$ cat src/order_crossover_permutation_assert.svh
// Assertion macros for the order crossover block.
// Each check is sampled on clk and held off while rst_n is low.
`ifndef ORDER_CROSSOVER_PERMUTATION_ASSERT_SVH
`define ORDER_CROSSOVER_PERMUTATION_ASSERT_SVH

// Same-cycle implication.
`define OXC_ASSERT_IMPL(label, ante, cons) \
    label: assert property (@(posedge clk) disable iff (!rst_n) (ante) |-> (cons)) \
        else $error("order crossover check failed");

// Next-cycle implication.
`define OXC_ASSERT_NEXT(label, ante, cons) \
    label: assert property (@(posedge clk) disable iff (!rst_n) (ante) |=> (cons)) \
        else $error("order crossover check failed");

`endif

$ cat src/oxc_pkg.sv
package oxc_pkg;

    localparam int MAX_CITIES = 64;
    localparam int CITY_W     = 7;
    localparam int POS_W      = $clog2(MAX_CITIES);
    localparam int CNT_W      = $clog2(MAX_CITIES + 1);
    localparam int DRAW_W     = 16;
    localparam int THR_W      = 17;
    localparam int CFG_IDX_W  = 1;
    localparam int CFG_DATA_W = 17;

    typedef logic [CITY_W-1:0]     city_t;
    typedef logic [POS_W-1:0]      pos_t;
    typedef logic [CNT_W-1:0]      cnt_t;
    typedef logic [MAX_CITIES-1:0] bitmap_t;

    // register indexes
    localparam logic [CFG_IDX_W-1:0] REG_CITY_COUNT      = 1'd0;
    localparam logic [CFG_IDX_W-1:0] REG_CROSS_THRESHOLD = 1'd1;

    localparam cnt_t              CITY_COUNT_RST = cnt_t'(MAX_CITIES);
    localparam logic [THR_W-1:0]  THRESHOLD_RST  = THR_W'(65536);

    typedef struct packed {
        pos_t  position;
        city_t child_one_city;
        city_t child_two_city;
        logic  crossed;
        logic  last_out;
    } result_t;

    // control from the sequencer to one fill unit
    typedef struct packed {
        logic  clear;
        logic  seg_valid;
        city_t seg_city;
        logic  scan_valid;
        city_t scan_city;
    } fill_ctl_t;

    typedef struct packed {
        logic  en;
        pos_t  addr;
        city_t data;
    } fill_wr_t;

    typedef struct packed {
        logic [1:0] count;
        logic       pop;
    } q_stat_t;

    function automatic logic city_known(input city_t c);
        return (c != '0) && (c <= city_t'(MAX_CITIES));
    endfunction

    function automatic bitmap_t city_bit(input city_t c);
        city_t idx;
        idx = c - city_t'(1);
        return city_known(c) ? (bitmap_t'(1) << idx[POS_W-1:0]) : '0;
    endfunction

endpackage

$ cat src/oxc_in_if.sv
interface oxc_in_if;
    import oxc_pkg::*;

    logic              valid;
    logic              ready;
    city_t             a_city;
    city_t             b_city;
    logic              is_last;
    logic [DRAW_W-1:0] random_draw;
    pos_t              cut_low;
    pos_t              cut_high;

    modport source (output valid, a_city, b_city, is_last, random_draw, cut_low, cut_high,
                    input ready);
    modport sink   (input valid, a_city, b_city, is_last, random_draw, cut_low, cut_high,
                    output ready);
endinterface

$ cat src/oxc_out_if.sv
interface oxc_out_if;
    import oxc_pkg::*;

    logic  valid;
    logic  ready;
    pos_t  position;
    city_t child_one_city;
    city_t child_two_city;
    logic  crossed;
    logic  last_out;

    modport source (output valid, position, child_one_city, child_two_city, crossed,
                    last_out, input ready);
    modport sink   (input valid, position, child_one_city, child_two_city, crossed,
                    last_out, output ready);
endinterface

$ cat src/oxc_cfg_if.sv
interface oxc_cfg_if;
    import oxc_pkg::*;

    logic                  valid;
    logic                  ready;
    logic [CFG_IDX_W-1:0]  index;
    logic [CFG_DATA_W-1:0] data;

    modport source (output valid, index, data, input ready);
    modport sink   (input valid, index, data, output ready);
endinterface

$ cat src/oxc_ram.sv
module oxc_ram #(
    parameter int DEPTH = 64,
    parameter int WIDTH = 7
) (
    input  logic                     clk,
    input  logic                     we,
    input  logic [$clog2(DEPTH)-1:0] waddr,
    input  logic [WIDTH-1:0]         wdata,
    input  logic                     re,
    input  logic [$clog2(DEPTH)-1:0] raddr,
    output logic [WIDTH-1:0]         rdata
);
    logic [WIDTH-1:0] mem [DEPTH];

    always_ff @(posedge clk)
    begin
        if (we)
        begin
            mem[waddr] <= wdata;
        end
    end

    always_ff @(posedge clk)
    begin
        if (re)
        begin
            rdata <= mem[raddr];
        end
    end
endmodule

$ cat src/oxc_fill.sv
module oxc_fill (
    input  logic              clk,
    input  logic              rst_n,
    input  oxc_pkg::fill_ctl_t ctl,
    input  oxc_pkg::cnt_t     n,
    input  oxc_pkg::pos_t     start,
    input  oxc_pkg::cnt_t     need,
    output oxc_pkg::fill_wr_t wr,
    output oxc_pkg::cnt_t     done
);
    import oxc_pkg::*;

    bitmap_t present_reg, present_next;
    cnt_t    done_reg, done_next;
    pos_t    ptr_reg, ptr_next;
    logic    scan_hit;
    logic    take;
    cnt_t    ptr_inc;

    // skip cities already in the child; stop once every free slot is used
    assign scan_hit = (present_reg & city_bit(ctl.scan_city)) != '0;
    assign take     = ctl.scan_valid && !scan_hit && (done_reg < need);
    assign ptr_inc  = {1'b0, ptr_reg} + cnt_t'(1);

    always_comb
    begin
        present_next = present_reg;
        done_next    = done_reg;
        ptr_next     = ptr_reg;
        wr.en        = 1'b0;
        wr.addr      = ptr_reg;
        wr.data      = ctl.scan_city;
        if (ctl.clear)
        begin
            present_next = '0;
            done_next    = '0;
            ptr_next     = start;
        end
        else
        begin
            if (ctl.seg_valid)
            begin
                present_next = present_next | city_bit(ctl.seg_city);
            end
            if (take)
            begin
                wr.en        = 1'b1;
                present_next = present_next | city_bit(ctl.scan_city);
                done_next    = done_reg + cnt_t'(1);
                ptr_next     = (ptr_inc == n) ? '0 : ptr_inc[POS_W-1:0];
            end
        end
    end

    always_ff @(posedge clk or negedge rst_n)
    begin
        if (!rst_n)
        begin
            present_reg <= '0;
            done_reg    <= '0;
            ptr_reg     <= '0;
        end
        else
        begin
            present_reg <= present_next;
            done_reg    <= done_next;
            ptr_reg     <= ptr_next;
        end
    end

    assign done = done_reg;
endmodule

$ cat src/oxc_out_q.sv
module oxc_out_q (
    input  logic               clk,
    input  logic               rst_n,
    input  logic               push,
    input  oxc_pkg::result_t   push_data,
    oxc_out_if.source          children,
    output oxc_pkg::q_stat_t   stat
);
    import oxc_pkg::*;

    result_t    entry_reg [2];
    logic       wr_ptr_reg, rd_ptr_reg;
    logic [1:0] count_reg;
    logic       pop;
    result_t    head;

    assign pop  = children.valid && children.ready;
    assign head = entry_reg[rd_ptr_reg];

    assign children.valid          = count_reg != 2'd0;
    assign children.position       = head.position;
    assign children.child_one_city = head.child_one_city;
    assign children.child_two_city = head.child_two_city;
    assign children.crossed        = head.crossed;
    assign children.last_out       = head.last_out;

    assign stat.count = count_reg;
    assign stat.pop   = pop;

    always_ff @(posedge clk)
    begin
        if (push)
        begin
            entry_reg[wr_ptr_reg] <= push_data;
        end
    end

    always_ff @(posedge clk or negedge rst_n)
    begin
        if (!rst_n)
        begin
            wr_ptr_reg <= 1'b0;
            rd_ptr_reg <= 1'b0;
            count_reg  <= 2'd0;
        end
        else
        begin
            if (push)
            begin
                wr_ptr_reg <= !wr_ptr_reg;
            end
            if (pop)
            begin
                rd_ptr_reg <= !rd_ptr_reg;
            end
            count_reg <= count_reg + {1'b0, push} - {1'b0, pop};
        end
    end
endmodule

$ cat src/order_crossover_permutation.sv
// Order crossover (OX1) of two parent tours of N cities (1..64). Parent pairs arrive one per
// transfer on "parents", one per cycle while the block is loading, and go into two 64-entry
// parent memories. The transfer marked is_last also carries the draw and the two cuts; cuts
// are clamped to 0 <= low <= high <= N-1, and the tour crosses when random_draw <
// cross_threshold. After that transfer the block takes no parent input until its reads are
// done: when crossing, a segment pass over positions low..high builds the two membership
// bitmaps, then a fill pass scans both donors together and writes the two child memories;
// then N results (positions 0..N-1, last_out on the final one) leave on "children" at up to
// one per cycle as the output queue has room. All passes share one read address, and each
// memory has a single read port. Free slots that the donor cannot fill (repeated cities)
// come out as city 0. The next tour may load while the last results still wait in the
// two-entry output queue. Configuration (city_count, cross_threshold) must be written only
// while the block is idle; the block itself does not enforce this. A city_count outside
// 1..64 is clamped. No clearing pass follows reset.
`include "order_crossover_permutation_assert.svh"

module order_crossover_permutation (
    input  logic       clk,
    input  logic       rst_n,
    oxc_in_if.sink     parents,
    oxc_out_if.source  children,
    oxc_cfg_if.sink    cfg
);
    import oxc_pkg::*;

    // sequencer phases, also used to tag reads in flight
    localparam logic [1:0] ST_LOAD = 2'd0;
    localparam logic [1:0] ST_SEG  = 2'd1;
    localparam logic [1:0] ST_FILL = 2'd2;
    localparam logic [1:0] ST_EMIT = 2'd3;

    logic [1:0]       state_reg, state_next;
    pos_t             addr_reg, addr_next;       // shared read address
    cnt_t             cnt_reg, cnt_next;         // reads issued in fill pass
    cnt_t             load_idx_reg, load_idx_next;
    cnt_t             city_count_reg;
    logic [THR_W-1:0] threshold_reg;

    // per-tour parameters, latched on the last transfer
    cnt_t n_reg;
    pos_t lo_reg, hi_reg, start_reg;
    cnt_t need_reg;
    logic crossed_reg;

    // read pipeline tag
    logic       rd_valid_reg;
    logic [1:0] rd_kind_reg;
    pos_t       rd_pos_reg;

    logic  in_xfer, load_we;
    cnt_t  n_calc, n_less;
    pos_t  hi_calc, lo_calc, start_calc;
    cnt_t  need_calc, hi_inc;
    logic  crossed_calc;

    logic  seg_issue, fill_issue, emit_issue, rd_issue;
    logic  fill_inflight, emit_inflight, q_room;
    cnt_t  addr_inc;

    city_t p1_rdata, p2_rdata, c1_rdata, c2_rdata;

    fill_ctl_t fill1_ctl, fill2_ctl;
    fill_wr_t  fill1_wr, fill2_wr;
    cnt_t      fill1_done, fill2_done;

    q_stat_t q_stat;
    logic    q_push;
    result_t q_data;
    cnt_t    pos_w, start_w, off;
    logic    in_seg, c1_filled, c2_filled;

    //--------------------------------------------------------------
    // configuration: always ready
    //--------------------------------------------------------------
    assign cfg.ready = 1'b1;

    always_ff @(posedge clk or negedge rst_n)
    begin
        if (!rst_n)
        begin
            city_count_reg <= CITY_COUNT_RST;
            threshold_reg  <= THRESHOLD_RST;
        end
        else if (cfg.valid && cfg.ready)
        begin
            case (cfg.index)
                REG_CITY_COUNT:      city_count_reg <= cfg.data[CNT_W-1:0];
                REG_CROSS_THRESHOLD: threshold_reg  <= cfg.data[THR_W-1:0];
                default:             ;
            endcase
        end
    end

    //--------------------------------------------------------------
    // tour setup from the last transfer
    //--------------------------------------------------------------
    assign parents.ready = state_reg == ST_LOAD;
    assign in_xfer       = parents.valid && parents.ready;
    // pairs beyond the memory depth are dropped
    assign load_we       = in_xfer && (load_idx_reg < cnt_t'(MAX_CITIES));

    always_comb
    begin
        if (city_count_reg == '0)
        begin
            n_calc = cnt_t'(1);
        end
        else if (city_count_reg > cnt_t'(MAX_CITIES))
        begin
            n_calc = cnt_t'(MAX_CITIES);
        end
        else
        begin
            n_calc = city_count_reg;
        end
    end

    assign n_less     = n_calc - cnt_t'(1);
    assign hi_calc    = ({1'b0, parents.cut_high} > n_less) ? n_less[POS_W-1:0]
                                                              : parents.cut_high;
    assign lo_calc    = (parents.cut_low > hi_calc) ? hi_calc : parents.cut_low;
    assign hi_inc     = {1'b0, hi_calc} + cnt_t'(1);
    // fill starts just after the second cut, wrapping at N
    assign start_calc = (hi_inc == n_calc) ? '0 : hi_inc[POS_W-1:0];
    assign need_calc  = n_calc - {1'b0, hi_calc} + {1'b0, lo_calc} - cnt_t'(1);
    assign crossed_calc = {1'b0, parents.random_draw} < threshold_reg;

    always_ff @(posedge clk)
    begin
        if (in_xfer && parents.is_last)
        begin
            n_reg       <= n_calc;
            lo_reg      <= lo_calc;
            hi_reg      <= hi_calc;
            start_reg   <= start_calc;
            need_reg    <= need_calc;
            crossed_reg <= crossed_calc;
        end
    end

    //--------------------------------------------------------------
    // sequencer
    //--------------------------------------------------------------
    assign fill_inflight = rd_valid_reg && (rd_kind_reg == ST_FILL);
    assign emit_inflight = rd_valid_reg && (rd_kind_reg == ST_EMIT);

    // credit check against the two-entry output queue, counting a read in flight
    assign q_room = (q_stat.count == 2'd0)
                 || ((q_stat.count == 2'd1) && (!emit_inflight || q_stat.pop))
                 || ((q_stat.count == 2'd2) && q_stat.pop && !emit_inflight);

    assign seg_issue  = state_reg == ST_SEG;
    assign fill_issue = state_reg == ST_FILL;
    // interlock: the final fill write may hit the first slot read for output
    assign emit_issue = (state_reg == ST_EMIT) && q_room && !fill_inflight;
    assign rd_issue   = seg_issue || fill_issue || emit_issue;
    assign addr_inc   = {1'b0, addr_reg} + cnt_t'(1);

    always_comb
    begin
        state_next    = state_reg;
        addr_next     = addr_reg;
        cnt_next      = cnt_reg;
        load_idx_next = load_idx_reg;
        case (state_reg)
            ST_LOAD:
            begin
                if (load_we)
                begin
                    load_idx_next = load_idx_reg + cnt_t'(1);
                end
                if (in_xfer && parents.is_last)
                begin
                    load_idx_next = '0;
                    state_next    = crossed_calc ? ST_SEG : ST_EMIT;
                    addr_next     = crossed_calc ? lo_calc : '0;
                end
            end
            ST_SEG:
            begin
                if (addr_reg == hi_reg)
                begin
                    state_next = ST_FILL;
                    addr_next  = start_reg;
                    cnt_next   = '0;
                end
                else
                begin
                    addr_next = addr_inc[POS_W-1:0];
                end
            end
            ST_FILL:
            begin
                cnt_next  = cnt_reg + cnt_t'(1);
                addr_next = (addr_inc == n_reg) ? '0 : addr_inc[POS_W-1:0];
                if (cnt_reg == n_reg - cnt_t'(1))
                begin
                    state_next = ST_EMIT;
                    addr_next  = '0;
                end
            end
            ST_EMIT:
            begin
                if (emit_issue)
                begin
                    addr_next = addr_inc[POS_W-1:0];
                    if (addr_inc == n_reg)
                    begin
                        state_next = ST_LOAD;
                    end
                end
            end
            default:
            begin
                state_next = ST_LOAD;
            end
        endcase
    end

    always_ff @(posedge clk or negedge rst_n)
    begin
        if (!rst_n)
        begin
            state_reg    <= ST_LOAD;
            addr_reg     <= '0;
            cnt_reg      <= '0;
            load_idx_reg <= '0;
            rd_valid_reg <= 1'b0;
            rd_kind_reg  <= ST_LOAD;
        end
        else
        begin
            state_reg    <= state_next;
            addr_reg     <= addr_next;
            cnt_reg      <= cnt_next;
            load_idx_reg <= load_idx_next;
            rd_valid_reg <= rd_issue;
            rd_kind_reg  <= state_reg;
        end
    end

    always_ff @(posedge clk)
    begin
        rd_pos_reg <= addr_reg;
    end

    //--------------------------------------------------------------
    // parent and child memories
    //--------------------------------------------------------------
    oxc_ram #(.DEPTH(MAX_CITIES), .WIDTH(CITY_W)) u_parent_one (
        .clk   (clk),
        .we    (load_we),
        .waddr (load_idx_reg[POS_W-1:0]),
        .wdata (parents.a_city),
        .re    (rd_issue),
        .raddr (addr_reg),
        .rdata (p1_rdata)
    );

    oxc_ram #(.DEPTH(MAX_CITIES), .WIDTH(CITY_W)) u_parent_two (
        .clk   (clk),
        .we    (load_we),
        .waddr (load_idx_reg[POS_W-1:0]),
        .wdata (parents.b_city),
        .re    (rd_issue),
        .raddr (addr_reg),
        .rdata (p2_rdata)
    );

    oxc_ram #(.DEPTH(MAX_CITIES), .WIDTH(CITY_W)) u_child_one (
        .clk   (clk),
        .we    (fill1_wr.en),
        .waddr (fill1_wr.addr),
        .wdata (fill1_wr.data),
        .re    (emit_issue),
        .raddr (addr_reg),
        .rdata (c1_rdata)
    );

    oxc_ram #(.DEPTH(MAX_CITIES), .WIDTH(CITY_W)) u_child_two (
        .clk   (clk),
        .we    (fill2_wr.en),
        .waddr (fill2_wr.addr),
        .wdata (fill2_wr.data),
        .re    (emit_issue),
        .raddr (addr_reg),
        .rdata (c2_rdata)
    );

    //--------------------------------------------------------------
    // fill units: own parent marks the segment, other parent donates
    //--------------------------------------------------------------
    always_comb
    begin
        fill1_ctl.clear      = seg_issue && (addr_reg == lo_reg);
        fill1_ctl.seg_valid  = rd_valid_reg && (rd_kind_reg == ST_SEG);
        fill1_ctl.seg_city   = p1_rdata;
        fill1_ctl.scan_valid = fill_inflight;
        fill1_ctl.scan_city  = p2_rdata;

        fill2_ctl.clear      = fill1_ctl.clear;
        fill2_ctl.seg_valid  = fill1_ctl.seg_valid;
        fill2_ctl.seg_city   = p2_rdata;
        fill2_ctl.scan_valid = fill_inflight;
        fill2_ctl.scan_city  = p1_rdata;
    end

    oxc_fill u_fill_one (
        .clk   (clk),
        .rst_n (rst_n),
        .ctl   (fill1_ctl),
        .n     (n_reg),
        .start (start_reg),
        .need  (need_reg),
        .wr    (fill1_wr),
        .done  (fill1_done)
    );

    oxc_fill u_fill_two (
        .clk   (clk),
        .rst_n (rst_n),
        .ctl   (fill2_ctl),
        .n     (n_reg),
        .start (start_reg),
        .need  (need_reg),
        .wr    (fill2_wr),
        .done  (fill2_done)
    );

    //--------------------------------------------------------------
    // result assembly: an uncrossed tour copies its parents; when crossed,
    // the segment comes from the own parent, filled slots from the child
    // memory, and slots past the fill count are empty
    assign pos_w   = {1'b0, rd_pos_reg};
    assign start_w = {1'b0, start_reg};
    assign off     = (pos_w >= start_w) ? (pos_w - start_w) : (pos_w + n_reg - start_w);
    assign in_seg  = (rd_pos_reg >= lo_reg) && (rd_pos_reg <= hi_reg);
    assign c1_filled = off < fill1_done;
    assign c2_filled = off < fill2_done;

    assign q_push = emit_inflight;

    always_comb
    begin
        q_data.position = rd_pos_reg;
        q_data.crossed  = crossed_reg;
        q_data.last_out = (pos_w + cnt_t'(1)) == n_reg;
        if (!crossed_reg || in_seg)
        begin
            q_data.child_one_city = p1_rdata;
            q_data.child_two_city = p2_rdata;
        end
        else
        begin
            q_data.child_one_city = c1_filled ? c1_rdata : '0;
            q_data.child_two_city = c2_filled ? c2_rdata : '0;
        end
    end

    oxc_out_q u_out_q (
        .clk       (clk),
        .rst_n     (rst_n),
        .push      (q_push),
        .push_data (q_data),
        .children  (children),
        .stat      (q_stat)
    );

    //--------------------------------------------------------------
    // checks
    //--------------------------------------------------------------
    `OXC_ASSERT_IMPL(a_q_no_overflow, q_push && (q_stat.count == 2'd2), q_stat.pop)
    `OXC_ASSERT_IMPL(a_fill_bound,
        crossed_reg && ((state_reg == ST_FILL) || (state_reg == ST_EMIT)),
        (fill1_done <= need_reg) && (fill2_done <= need_reg))
    `OXC_ASSERT_IMPL(a_load_quiet, in_xfer,
        !(rd_valid_reg && ((rd_kind_reg == ST_SEG) || (rd_kind_reg == ST_FILL))))
    `OXC_ASSERT_NEXT(a_last_leaves_load, in_xfer && parents.is_last, state_reg != ST_LOAD)

endmodule
$ cat src/flat_wrapper.sv
// flat-port wrapper written by rule: the top's interface ports become plain ports
module order_crossover_permutation_flat import oxc_pkg::*;
  (clk, rst_n, parents_valid, parents_a_city, parents_b_city, parents_is_last, parents_random_draw, parents_cut_low, parents_cut_high, parents_ready, children_valid, children_position, children_child_one_city, children_child_two_city, children_crossed, children_last_out, children_ready, cfg_valid, cfg_index, cfg_data, cfg_ready);
  oxc_in_if parents_i ();
  oxc_out_if children_i ();
  oxc_cfg_if cfg_i ();
  input  logic clk;
  input  logic rst_n;
  input wire logic [$bits(parents_i.valid)-1:0] parents_valid;
  input wire logic [$bits(parents_i.a_city)-1:0] parents_a_city;
  input wire logic [$bits(parents_i.b_city)-1:0] parents_b_city;
  input wire logic [$bits(parents_i.is_last)-1:0] parents_is_last;
  input wire logic [$bits(parents_i.random_draw)-1:0] parents_random_draw;
  input wire logic [$bits(parents_i.cut_low)-1:0] parents_cut_low;
  input wire logic [$bits(parents_i.cut_high)-1:0] parents_cut_high;
  output wire logic [$bits(parents_i.ready)-1:0] parents_ready;
  output wire logic [$bits(children_i.valid)-1:0] children_valid;
  output wire logic [$bits(children_i.position)-1:0] children_position;
  output wire logic [$bits(children_i.child_one_city)-1:0] children_child_one_city;
  output wire logic [$bits(children_i.child_two_city)-1:0] children_child_two_city;
  output wire logic [$bits(children_i.crossed)-1:0] children_crossed;
  output wire logic [$bits(children_i.last_out)-1:0] children_last_out;
  input wire logic [$bits(children_i.ready)-1:0] children_ready;
  input wire logic [$bits(cfg_i.valid)-1:0] cfg_valid;
  input wire logic [$bits(cfg_i.index)-1:0] cfg_index;
  input wire logic [$bits(cfg_i.data)-1:0] cfg_data;
  output wire logic [$bits(cfg_i.ready)-1:0] cfg_ready;
  assign parents_i.valid = parents_valid;
  assign parents_i.a_city = parents_a_city;
  assign parents_i.b_city = parents_b_city;
  assign parents_i.is_last = parents_is_last;
  assign parents_i.random_draw = parents_random_draw;
  assign parents_i.cut_low = parents_cut_low;
  assign parents_i.cut_high = parents_cut_high;
  assign parents_ready = parents_i.ready;
  assign children_valid = children_i.valid;
  assign children_position = children_i.position;
  assign children_child_one_city = children_i.child_one_city;
  assign children_child_two_city = children_i.child_two_city;
  assign children_crossed = children_i.crossed;
  assign children_last_out = children_i.last_out;
  assign children_i.ready = children_ready;
  assign cfg_i.valid = cfg_valid;
  assign cfg_i.index = cfg_index;
  assign cfg_i.data = cfg_data;
  assign cfg_ready = cfg_i.ready;
  order_crossover_permutation u_core (.clk(clk), .rst_n(rst_n), .parents(parents_i), .children(children_i), .cfg(cfg_i));
endmodule
$ cat config.mk
export PLATFORM = sky130hd
export DESIGN_NAME = order_crossover_permutation_flat
export DESIGN_NICKNAME = d
export VERILOG_FILES = /design/src/oxc_pkg.sv /design/src/oxc_in_if.sv /design/src/oxc_out_if.sv /design/src/oxc_cfg_if.sv /design/src/oxc_ram.sv /design/src/oxc_fill.sv /design/src/oxc_out_q.sv /design/src/order_crossover_permutation.sv /design/src/flat_wrapper.sv
export VERILOG_INCLUDE_DIRS = /design/src /design/src/src
export SDC_FILE = /design/constraint.sdc
export NUM_CORES = 2
export LEC_CHECK = 0
export ABC_AREA = 1
export BUFFER_PORTS_ARGS = -buffer_cell sky130_fd_sc_hd__buf_2
export CAP_MARGIN = 15
export CELL_PAD_IN_SITES_DETAIL_PLACEMENT = 0
export CELL_PAD_IN_SITES_GLOBAL_PLACEMENT = 1
export CORE_MARGIN = 5
export CORE_UTILIZATION = 36
export DETAILED_ROUTE_END_ITERATION = 8
export PLACE_DENSITY_LB_ADDON = 0.1
export SYNTH_ARGS = -nofsm -noshare
export SYNTH_HDL_FRONTEND = slang
export SYNTH_HIERARCHICAL = 1
export SYNTH_SLANG_ARGS = --single-unit
export TNS_END_PERCENT = 100
$ cat constraint.sdc
create_clock -name clk -period 10.2 [get_ports clk]
set_clock_uncertainty 0.1 [all_clocks]
set_input_delay 0.51 -clock clk [delete_from_list [all_inputs] [get_ports clk]]
set_output_delay 0.51 -clock clk [all_outputs]
set_load 0.02 [all_outputs]
## After elaboration in Yosys (flattened, before gate mapping)

Memory sizes are Yosys's and may differ from the RTL's. A register that Yosys moved wholly into a read port is not among the register bits.
Cells that the tools add are included.
W data, S select, Z words.

| word-level totals | value |
|---|---|
| bits in registers | 246 |
| bits in latches | 0 |
| bits in writable memories | 1836 |
| bits in read-only memories | 0 |
| output and inout bits | 25 |
| logic and storage cells | 203 |
| memories | 5 |

| cells by class | value |
|---|---|
| add/subtract/negate cells | 21 |
| multipliers | 0 |
| divide/modulo/power cells | 0 |
| magnitude comparators | 14 |
| eq/ne operators | 21 |
| shift-type cells | 2 |
| multiplexer cells | 58 |
| bitwise gates (word level) | 7 |
| reductions and logical operators | 51 |

Memories:

| memory | depth | width | read ports | clocked after memory_dff | write ports | RTL line | text |
|---|---|---|---|---|---|---|---|
| u_core.u_child_one.mem | 64 | 7 | 1 | 1 | 1 | oxc_ram.sv:13 | `logic [WIDTH-1:0] mem [DEPTH];` |
| u_core.u_child_two.mem | 64 | 7 | 1 | 1 | 1 | oxc_ram.sv:13 |  |
| u_core.u_parent_one.mem | 64 | 7 | 1 | 1 | 1 | oxc_ram.sv:13 |  |
| u_core.u_parent_two.mem | 64 | 7 | 1 | 1 | 1 | oxc_ram.sv:13 |  |
| u_core.u_out_q.entry_reg | 2 | 22 | 1 | 0 | 1 | oxc_out_q.sv:11 | `result_t entry_reg [2];` |

Operators with widths:

| kind | count |
|---|---|
| $mux W64 | 10 |
| $or A64 B64 Y64 | 4 |
| $and A64 B64 Y64 | 2 |
| $reduce_bool A64 Y1 | 2 |
| $shl A1 B6 Y64 const A | 2 |
| $mux W6 | 14 |
| $mux W7 | 12 |
| $eq A7 B7 Y1 | 6 |
| $add A6 B1 Y7 const B | 5 |
| $add A7 B1 Y7 const B | 4 |
| $lt A7 B7 Y1 | 4 |
| $pmux W6 S4 | 1 |
| $sub A7 B1 Y7 const B | 3 |
| $logic_and A1 B1 Y1 | 20 |
| $lt A16 B17 Y1 | 1 |
| $le A7 B7 Y1 const B | 2 |
| $mux W14 | 1 |
| $pmux W7 S2 | 1 |
| $reduce_bool A7 Y1 | 2 |
| $sub A7 B6 Y7 | 2 |
| $eq A6 B6 Y1 | 2 |
| $ge A6 B6 Y1 | 2 |
| $mux W1 | 12 |
| $mux W2 | 6 |
| 24 further kinds | 54 |

## Depth between registers and ports, before layout

| depth | value |
|---|---|
| depth after elaboration | 12 |
| mapped depth | 39 |

## Cells and area by module

The synthesis kept the hierarchy.

By module, submodules not included:

| module | instances | cells an instance | area each (µm²) | seq. area each (µm²) |
|---|---|---|---|---|
| oxc_ram | 4 | 1590 | 18615.4 | 13663.1 |
| order_crossover_permutation | 1 | 925 | 7239.4 | 2339.7 |
| oxc_fill at u_core.u_fill_two | 1 | 1114 | 6580.1 | 1926.8 |
| oxc_fill at u_core.u_fill_one | 1 | 864 | 5677.9 | 1926.8 |
| oxc_out_q | 1 | 144 | 1833.0 | 1421.4 |

## Worst setup path after synthesis

No wires, ideal clock.

| timing path | value |
|---|---|
| path kind | register to register |
| start | reg u_core.city_count_reg[6] |
| end | reg u_core.need_reg[5] (data pin) |
| library setup time | 0.268 ns |
| arrival | 5.303 ns |
| required time | 9.832 ns |
| setup slack | 4.528 ns |
| stages on the path, launching flop included | 34 |
| clock period less this slack | 5.672 ns |
| path through | dfstp_2 buf_6 inv_6 nand2_1 nand2_1 inv_1 ha_1 xor2_1 ha_1 a21oi_1 o21ai_0 a21oi_1 nor2_1 nor2_1 nand2_1 nand3_2 buf_6 nand2_1 o21ai_2 inv_1 ha_1 nand2_1 nor2_2 nand4_2 nand2_2 nand2_1 and2_1 fa_1 ha_1 inv_1 fa_1 nor2_1 a211oi_1 xor2_1 |

| on the way | value |
|---|---|
| word-level cells in the longest chain between the ends | 10 |
| elaborated cells between the ends (all ways) | 12 |
| those cells by class | 4 x add/sub; 3 x order compare; 4 x mux; 1 x reduce/logical |

Ends and longest elaborated chain:

| item | RTL line | text |
|---|---|---|
| start: declaration | order_crossover_permutation.sv:36 | `cnt_t city_count_reg;` |
| start signal: assignment | order_crossover_permutation.sv:87 | `REG_CITY_COUNT: city_count_reg <= cfg.data[CNT_W-1:0];` |
| $gt A7 B7 Y1 | order_crossover_permutation.sv:108 | `else if (city_count_reg > cnt_t'(MAX_CITIES))` |
| $mux W7 | order_crossover_permutation.sv:108 |  |
| $mux W7 (*) | order_crossover_permutation.sv:104 | `if (city_count_reg == '0)` |
| net u_core.n_calc[0] | order_crossover_permutation.sv:51 | `cnt_t n_calc, n_less;` |
| $sub A7 B1 Y7 (*) | order_crossover_permutation.sv:118 | `assign n_less = n_calc - cnt_t'(1);` |
| $gt A6 B7 Y1 | order_crossover_permutation.sv:119 | `assign hi_calc = ({1'b0, parents.cut_high} > n_less) ? n_less[POS_W-1:0]` |
| $mux W6 (*) | order_crossover_permutation.sv:119 |  |
| net u_core.hi_calc[5] | order_crossover_permutation.sv:52 | `pos_t hi_calc, lo_calc, start_calc;` |
| $gt A6 B6 Y1 (*) | order_crossover_permutation.sv:121 | `assign lo_calc = (parents.cut_low > hi_calc) ? hi_calc : parents.cut_low;` |
| $mux W6 (*) | order_crossover_permutation.sv:121 |  |
| net u_core.lo_calc[1] | order_crossover_permutation.sv:52 |  |
| $add A7 B6 Y7 (*) | order_crossover_permutation.sv:125 | `assign need_calc = n_calc - {1'b0, hi_calc} + {1'b0, lo_calc} - cnt_t'(1);` |
| $sub A7 B1 Y7 (*) | order_crossover_permutation.sv:125 |  |
| net u_core.need_calc[5] | order_crossover_permutation.sv:53 | `cnt_t need_calc, hi_inc;` |
| end signal: assignment | order_crossover_permutation.sv:136 | `need_reg <= need_calc;` |
| end: declaration | order_crossover_permutation.sv:42 | `cnt_t need_reg;` |

The timed path passes the listed nets; every way through them passes the cells marked *.
A chain may end at the register's enable or synchronous reset.

## Worst setup path after layout

Ends and elaborated chain as after synthesis.

==> run_results.csv <==
group,metric,value,unit
job,maxCapViolCount,0,
sta,period_minus_slack,6.50,ns
critical_path,required,10.70,ns
route,ant_nets,0,
floorplanning,start_util,36.1,%
route,routedWlPerCell,22.7,um
global_routing,grt_pass1_vias,67130,
power_and_ir_drop,pwr-share-comb,38.7,%
yosys,ys_seq_elements,2110,
route,first_pass_iters,8,
power_and_ir_drop,switching_share,42.1,%
power_and_ir_drop,total_power,31900,uW
clock_network,cts_made_buffers,231,
place,gp_congestion,0.878,
critical_path,start_kind,"register",
floorplanning,rows,189,
sta,maxSlewViolCount,0,
sta,tightest_slew,1.24,ns
clock_network,cts_htree_levels,4,
critical_path,critPathCaptureType,"register",
clock_network,clk_pin_slew,0.06,ns
floorplanning,io_pins,91,
clock_network,clock_path_buffers,3,
floorplanning,die_x,526,um
floorplanning,dieArea,277000,um^2
critical_path,cp_max_fo,11,
yosys,post_synth_num_cell_types,63,
global_routing,gr-total-overflow,0,
layout,fin_nets,9528,
yosys,syn_area_per_cell,10.2,um^2
power_and_ir_drop,sequentialPowerShare,35.0,%
critical_path,cp.arrival,7.00,ns
clock_network,cts_sinks,2110,
power_and_ir_drop,peakVddDrop,199,uV
route,via_count,67616,
critical_path,cp.buffers_inverters,4,
layout,fin_util,40.3,%
hold_path,hp-class,"input port to register",
route,drc,0,
yosys,synth_seq_area_share,65.0,%
clock_network,cts_tree,"yes",
critical_path,cp_top_family,"adder cells",
global_routing,grt_busiest_layer,"met2",
global_routing,antenna_found_initial,10,
layout,synthToLayoutAreaGrowth,11.6,%
place,hpwl,183000,um
yosys,async_reset_ff_share,9.81,%
sta,rsz0062_at_grt,"false",
route,drtIter0Drc,5463,
global_routing,grt_util_all_layers,21.0,%
sta,finalHoldViolations,0,
critical_path,critPathKind,"register to register",
run_status,outcome,"completed",
layout,drive_gt1_share,7.14,%
critical_path,slowest_stage,"dfstp_2",
sta,setup_viol,0,
power_and_ir_drop,switchingPower,13500,uW
sta,min_period_over_period,63.7,%
global_routing,grt_max_degree,197,
critical_path,cpMostUsedCell,"nand2_1",
sta,timing.fmax,154,MHz
global_routing,grt_use_met3,2.37,%
route,wl,298000,um
yosys,yosys_warnings,6,
power_and_ir_drop,power.internal,18500,uW
clock_network,root_buffer,"clkbuf_16",
yosys,synth_fp_nets,9580,
yosys,synth_edf_count,1897,
power_and_ir_drop,powerDensity,299,nW/um^2
route,avgViaCountPerCell,5.16,
global_routing,met2_usage,34.8,%
critical_path,slowest_delay,0.69,ns
clock_network,clock_latency,0.88,ns
sta,maxSlewHeadroom,17.2,%
global_routing,grt_pass1_wl,443000,um
sta,setup_tns,0,ns
yosys,synthCells,9407,
yosys,syn_area,95800,um^2
floorplanning,die_h,526,um
yosys,synth_top_flop_cell,"edfxtp_1",
floorplanning,core,265000,um^2
power_and_ir_drop,power_frac_clock,26.3,%
place,io_buffers,89,
global_routing,grt_use_met1,29.5,%
power_and_ir_drop,leakagePower,0.0408,uW
==> through the flow <==
step | hold WS, ns | std cells | cell area [um^2] | worst slack [ns]
2_1_floorplan | 0.114 | 9407 | 95800 | 4.53
3_3_place_gp | 0.335 | 12620 | 98900 | 3.63
3_5_place_dp | 0.351 | 12626 | 98900 | 3.71
4_1_cts | 0.00265 | 13092 | 107000 | 3.70
5_1_grt | 0.0392 | 13099 | 107000 | 3.08
6_report | 0.0511 | 13100 | 107000 | 3.70
==> cells by family (layout without fill, tap and decap cells) <==
family | count (synthesis) | count (layout) | synth area share [%]
AO/OA/AOI/OAI | 380 | 380 | 2.23
XOR/XNOR | 64 | 64 | 0.585
adder cells (fa/ha/maj) | 107 | 107 | 1.48
buffers and inverters | 970 | 1125 | 4.74
flip-flops | 2110 | 2110 | 65.0
multiplexers | 3 | 3 | 0.0353
other | 1 | 6 | 0.00391
AND/OR/NAND/NOR | 5772 | 5772 | 25.9
==> power groups by stage <==
stage          Clock (uW)  Sequential, uW  Combinational [uW]
2_1_floorplan           0           11000                8190
3_3_place_gp            0           11400               12500
3_5_place_dp            0           11400               12500
4_1_cts              8640           11200               12500
5_1_grt              9010           11200               13700
6_report             8400           11200               12400
==> final cells by class <==
cell class | count | area, um^2
Multi-Input combinational cell | 6327 | 29100
Antenna cell | 5 | 12.5
Inverter | 443 | 1700
Clock inverter | 157 | 1650
Timing Repair Buffer | 242 | 1740
Tap cell | 3533 | 4420
Sequential cell | 2110 | 62300
Fill cell | 25823 | 158000
Clock buffer | 283 | 6070
==> synth_stat cells (17+ instances only) <==
| cell type | instances | area [um^2] |
|---|---|---|
| nand2_1 | 2964 | 11100 |
| o21bai_1 | 23 | 173 |
| nor4_1 | 41 | 257 |
| nand2_2 | 20 | 125 |
| edfxtp_1 | 1897 | 57000 |
| ha_1 | 96 | 1200 |
| nand4_1 | 112 | 701 |
| xnor2_1 | 17 | 149 |
| o21ai_0 | 153 | 766 |
| buf_6 | 32 | 360 |
| nor2_1 | 668 | 2510 |
| buf_4 | 96 | 721 |
| nor3_1 | 74 | 370 |
| xor2_1 | 47 | 412 |
| a21oi_1 | 137 | 686 |
| clkbuf_1 | 124 | 465 |
| inv_2 | 17 | 63.8 |
| dfrtp_1 | 205 | 5130 |
| inv_1 | 416 | 1560 |
| buf_2 | 226 | 1130 |
| buf_1 | 49 | 184 |
| nand3_1 | 1833 | 9170 |
==> final timing paths <==
path,start,to,slack (ns),cells after the start
min in group asynchronous,rst_n,u_core/u_fill_one/present_reg[33],0.23,2
max in group asynchronous,rst_n,u_core/addr_reg[4],8.45,3
worst max-delay path,u_core/city_count_reg[6],u_core/need_reg[5],3.70,31
worst min-delay path,parents_cut_low[5],u_core/addr_reg[5],0.05,5
worst min register to register,u_core/state_reg[1],u_core/rd_kind_reg[1],0.37,0
worst max register to register,u_core/city_count_reg[6],u_core/need_reg[5],3.70,31
==> placed cells by master (no fill, tap or decap), types with 7 or more instances in the layout <==
cell type and n:
nand3_1 1833, inv_1 410, o21ai_2 9, clkbuf_8 7
ha_1 96, clkinv_1 59, o21bai_1 23, xor2_1 47
inv_2 17, o22ai_1 10, dlygate4sd3_1 26, nand2_2 20
buf_2 92, clkinv_16 9, buf_4 113, nor4_1 31
clkbuf_16 232, nor4_2 10, a21oi_1 137, o21ai_0 153
nand4_1 112, clkinvlp_4 14, nor3_1 73, nor2_4 8
xnor2_1 17, clkinv_2 51, nand3b_1 10, inv_6 8
a31oi_1 9, dfrtp_1 199, edfxtp_1 1897, buf_12 7
fa_1 11, nand2_1 2964, nor2_1 665, clkbuf_1 44
bufinv_16 24, and2_1 7
==> worst min-delay path, stage by stage <==
cell and delay, ns:
buf_2 0.13, inv_1 0.05, nand2_1 0.06, nand3_1 0.11, a21oi_1 0.07
==> routing by layer <==
layer / part of all wire [%] / wire [um] / up-vias
met1: 46 / 136000 / 33388
met3: 4.2 / 12500 / 367
li1: - / - / 32233
met5: 0 / 0 / -
met4: 2.6 / 7820 / 0
met2: 47 / 141000 / 1628
==> what timing repair did <==
item,in CTS,in global routing
buffers inserted,0,0
hold buffers,26,0
setup endpoints to repair,0,0
endpoints found under the hold margin,116,0
resized for setup,0,0
Note: power is estimated with default switching activity, not from simulation.
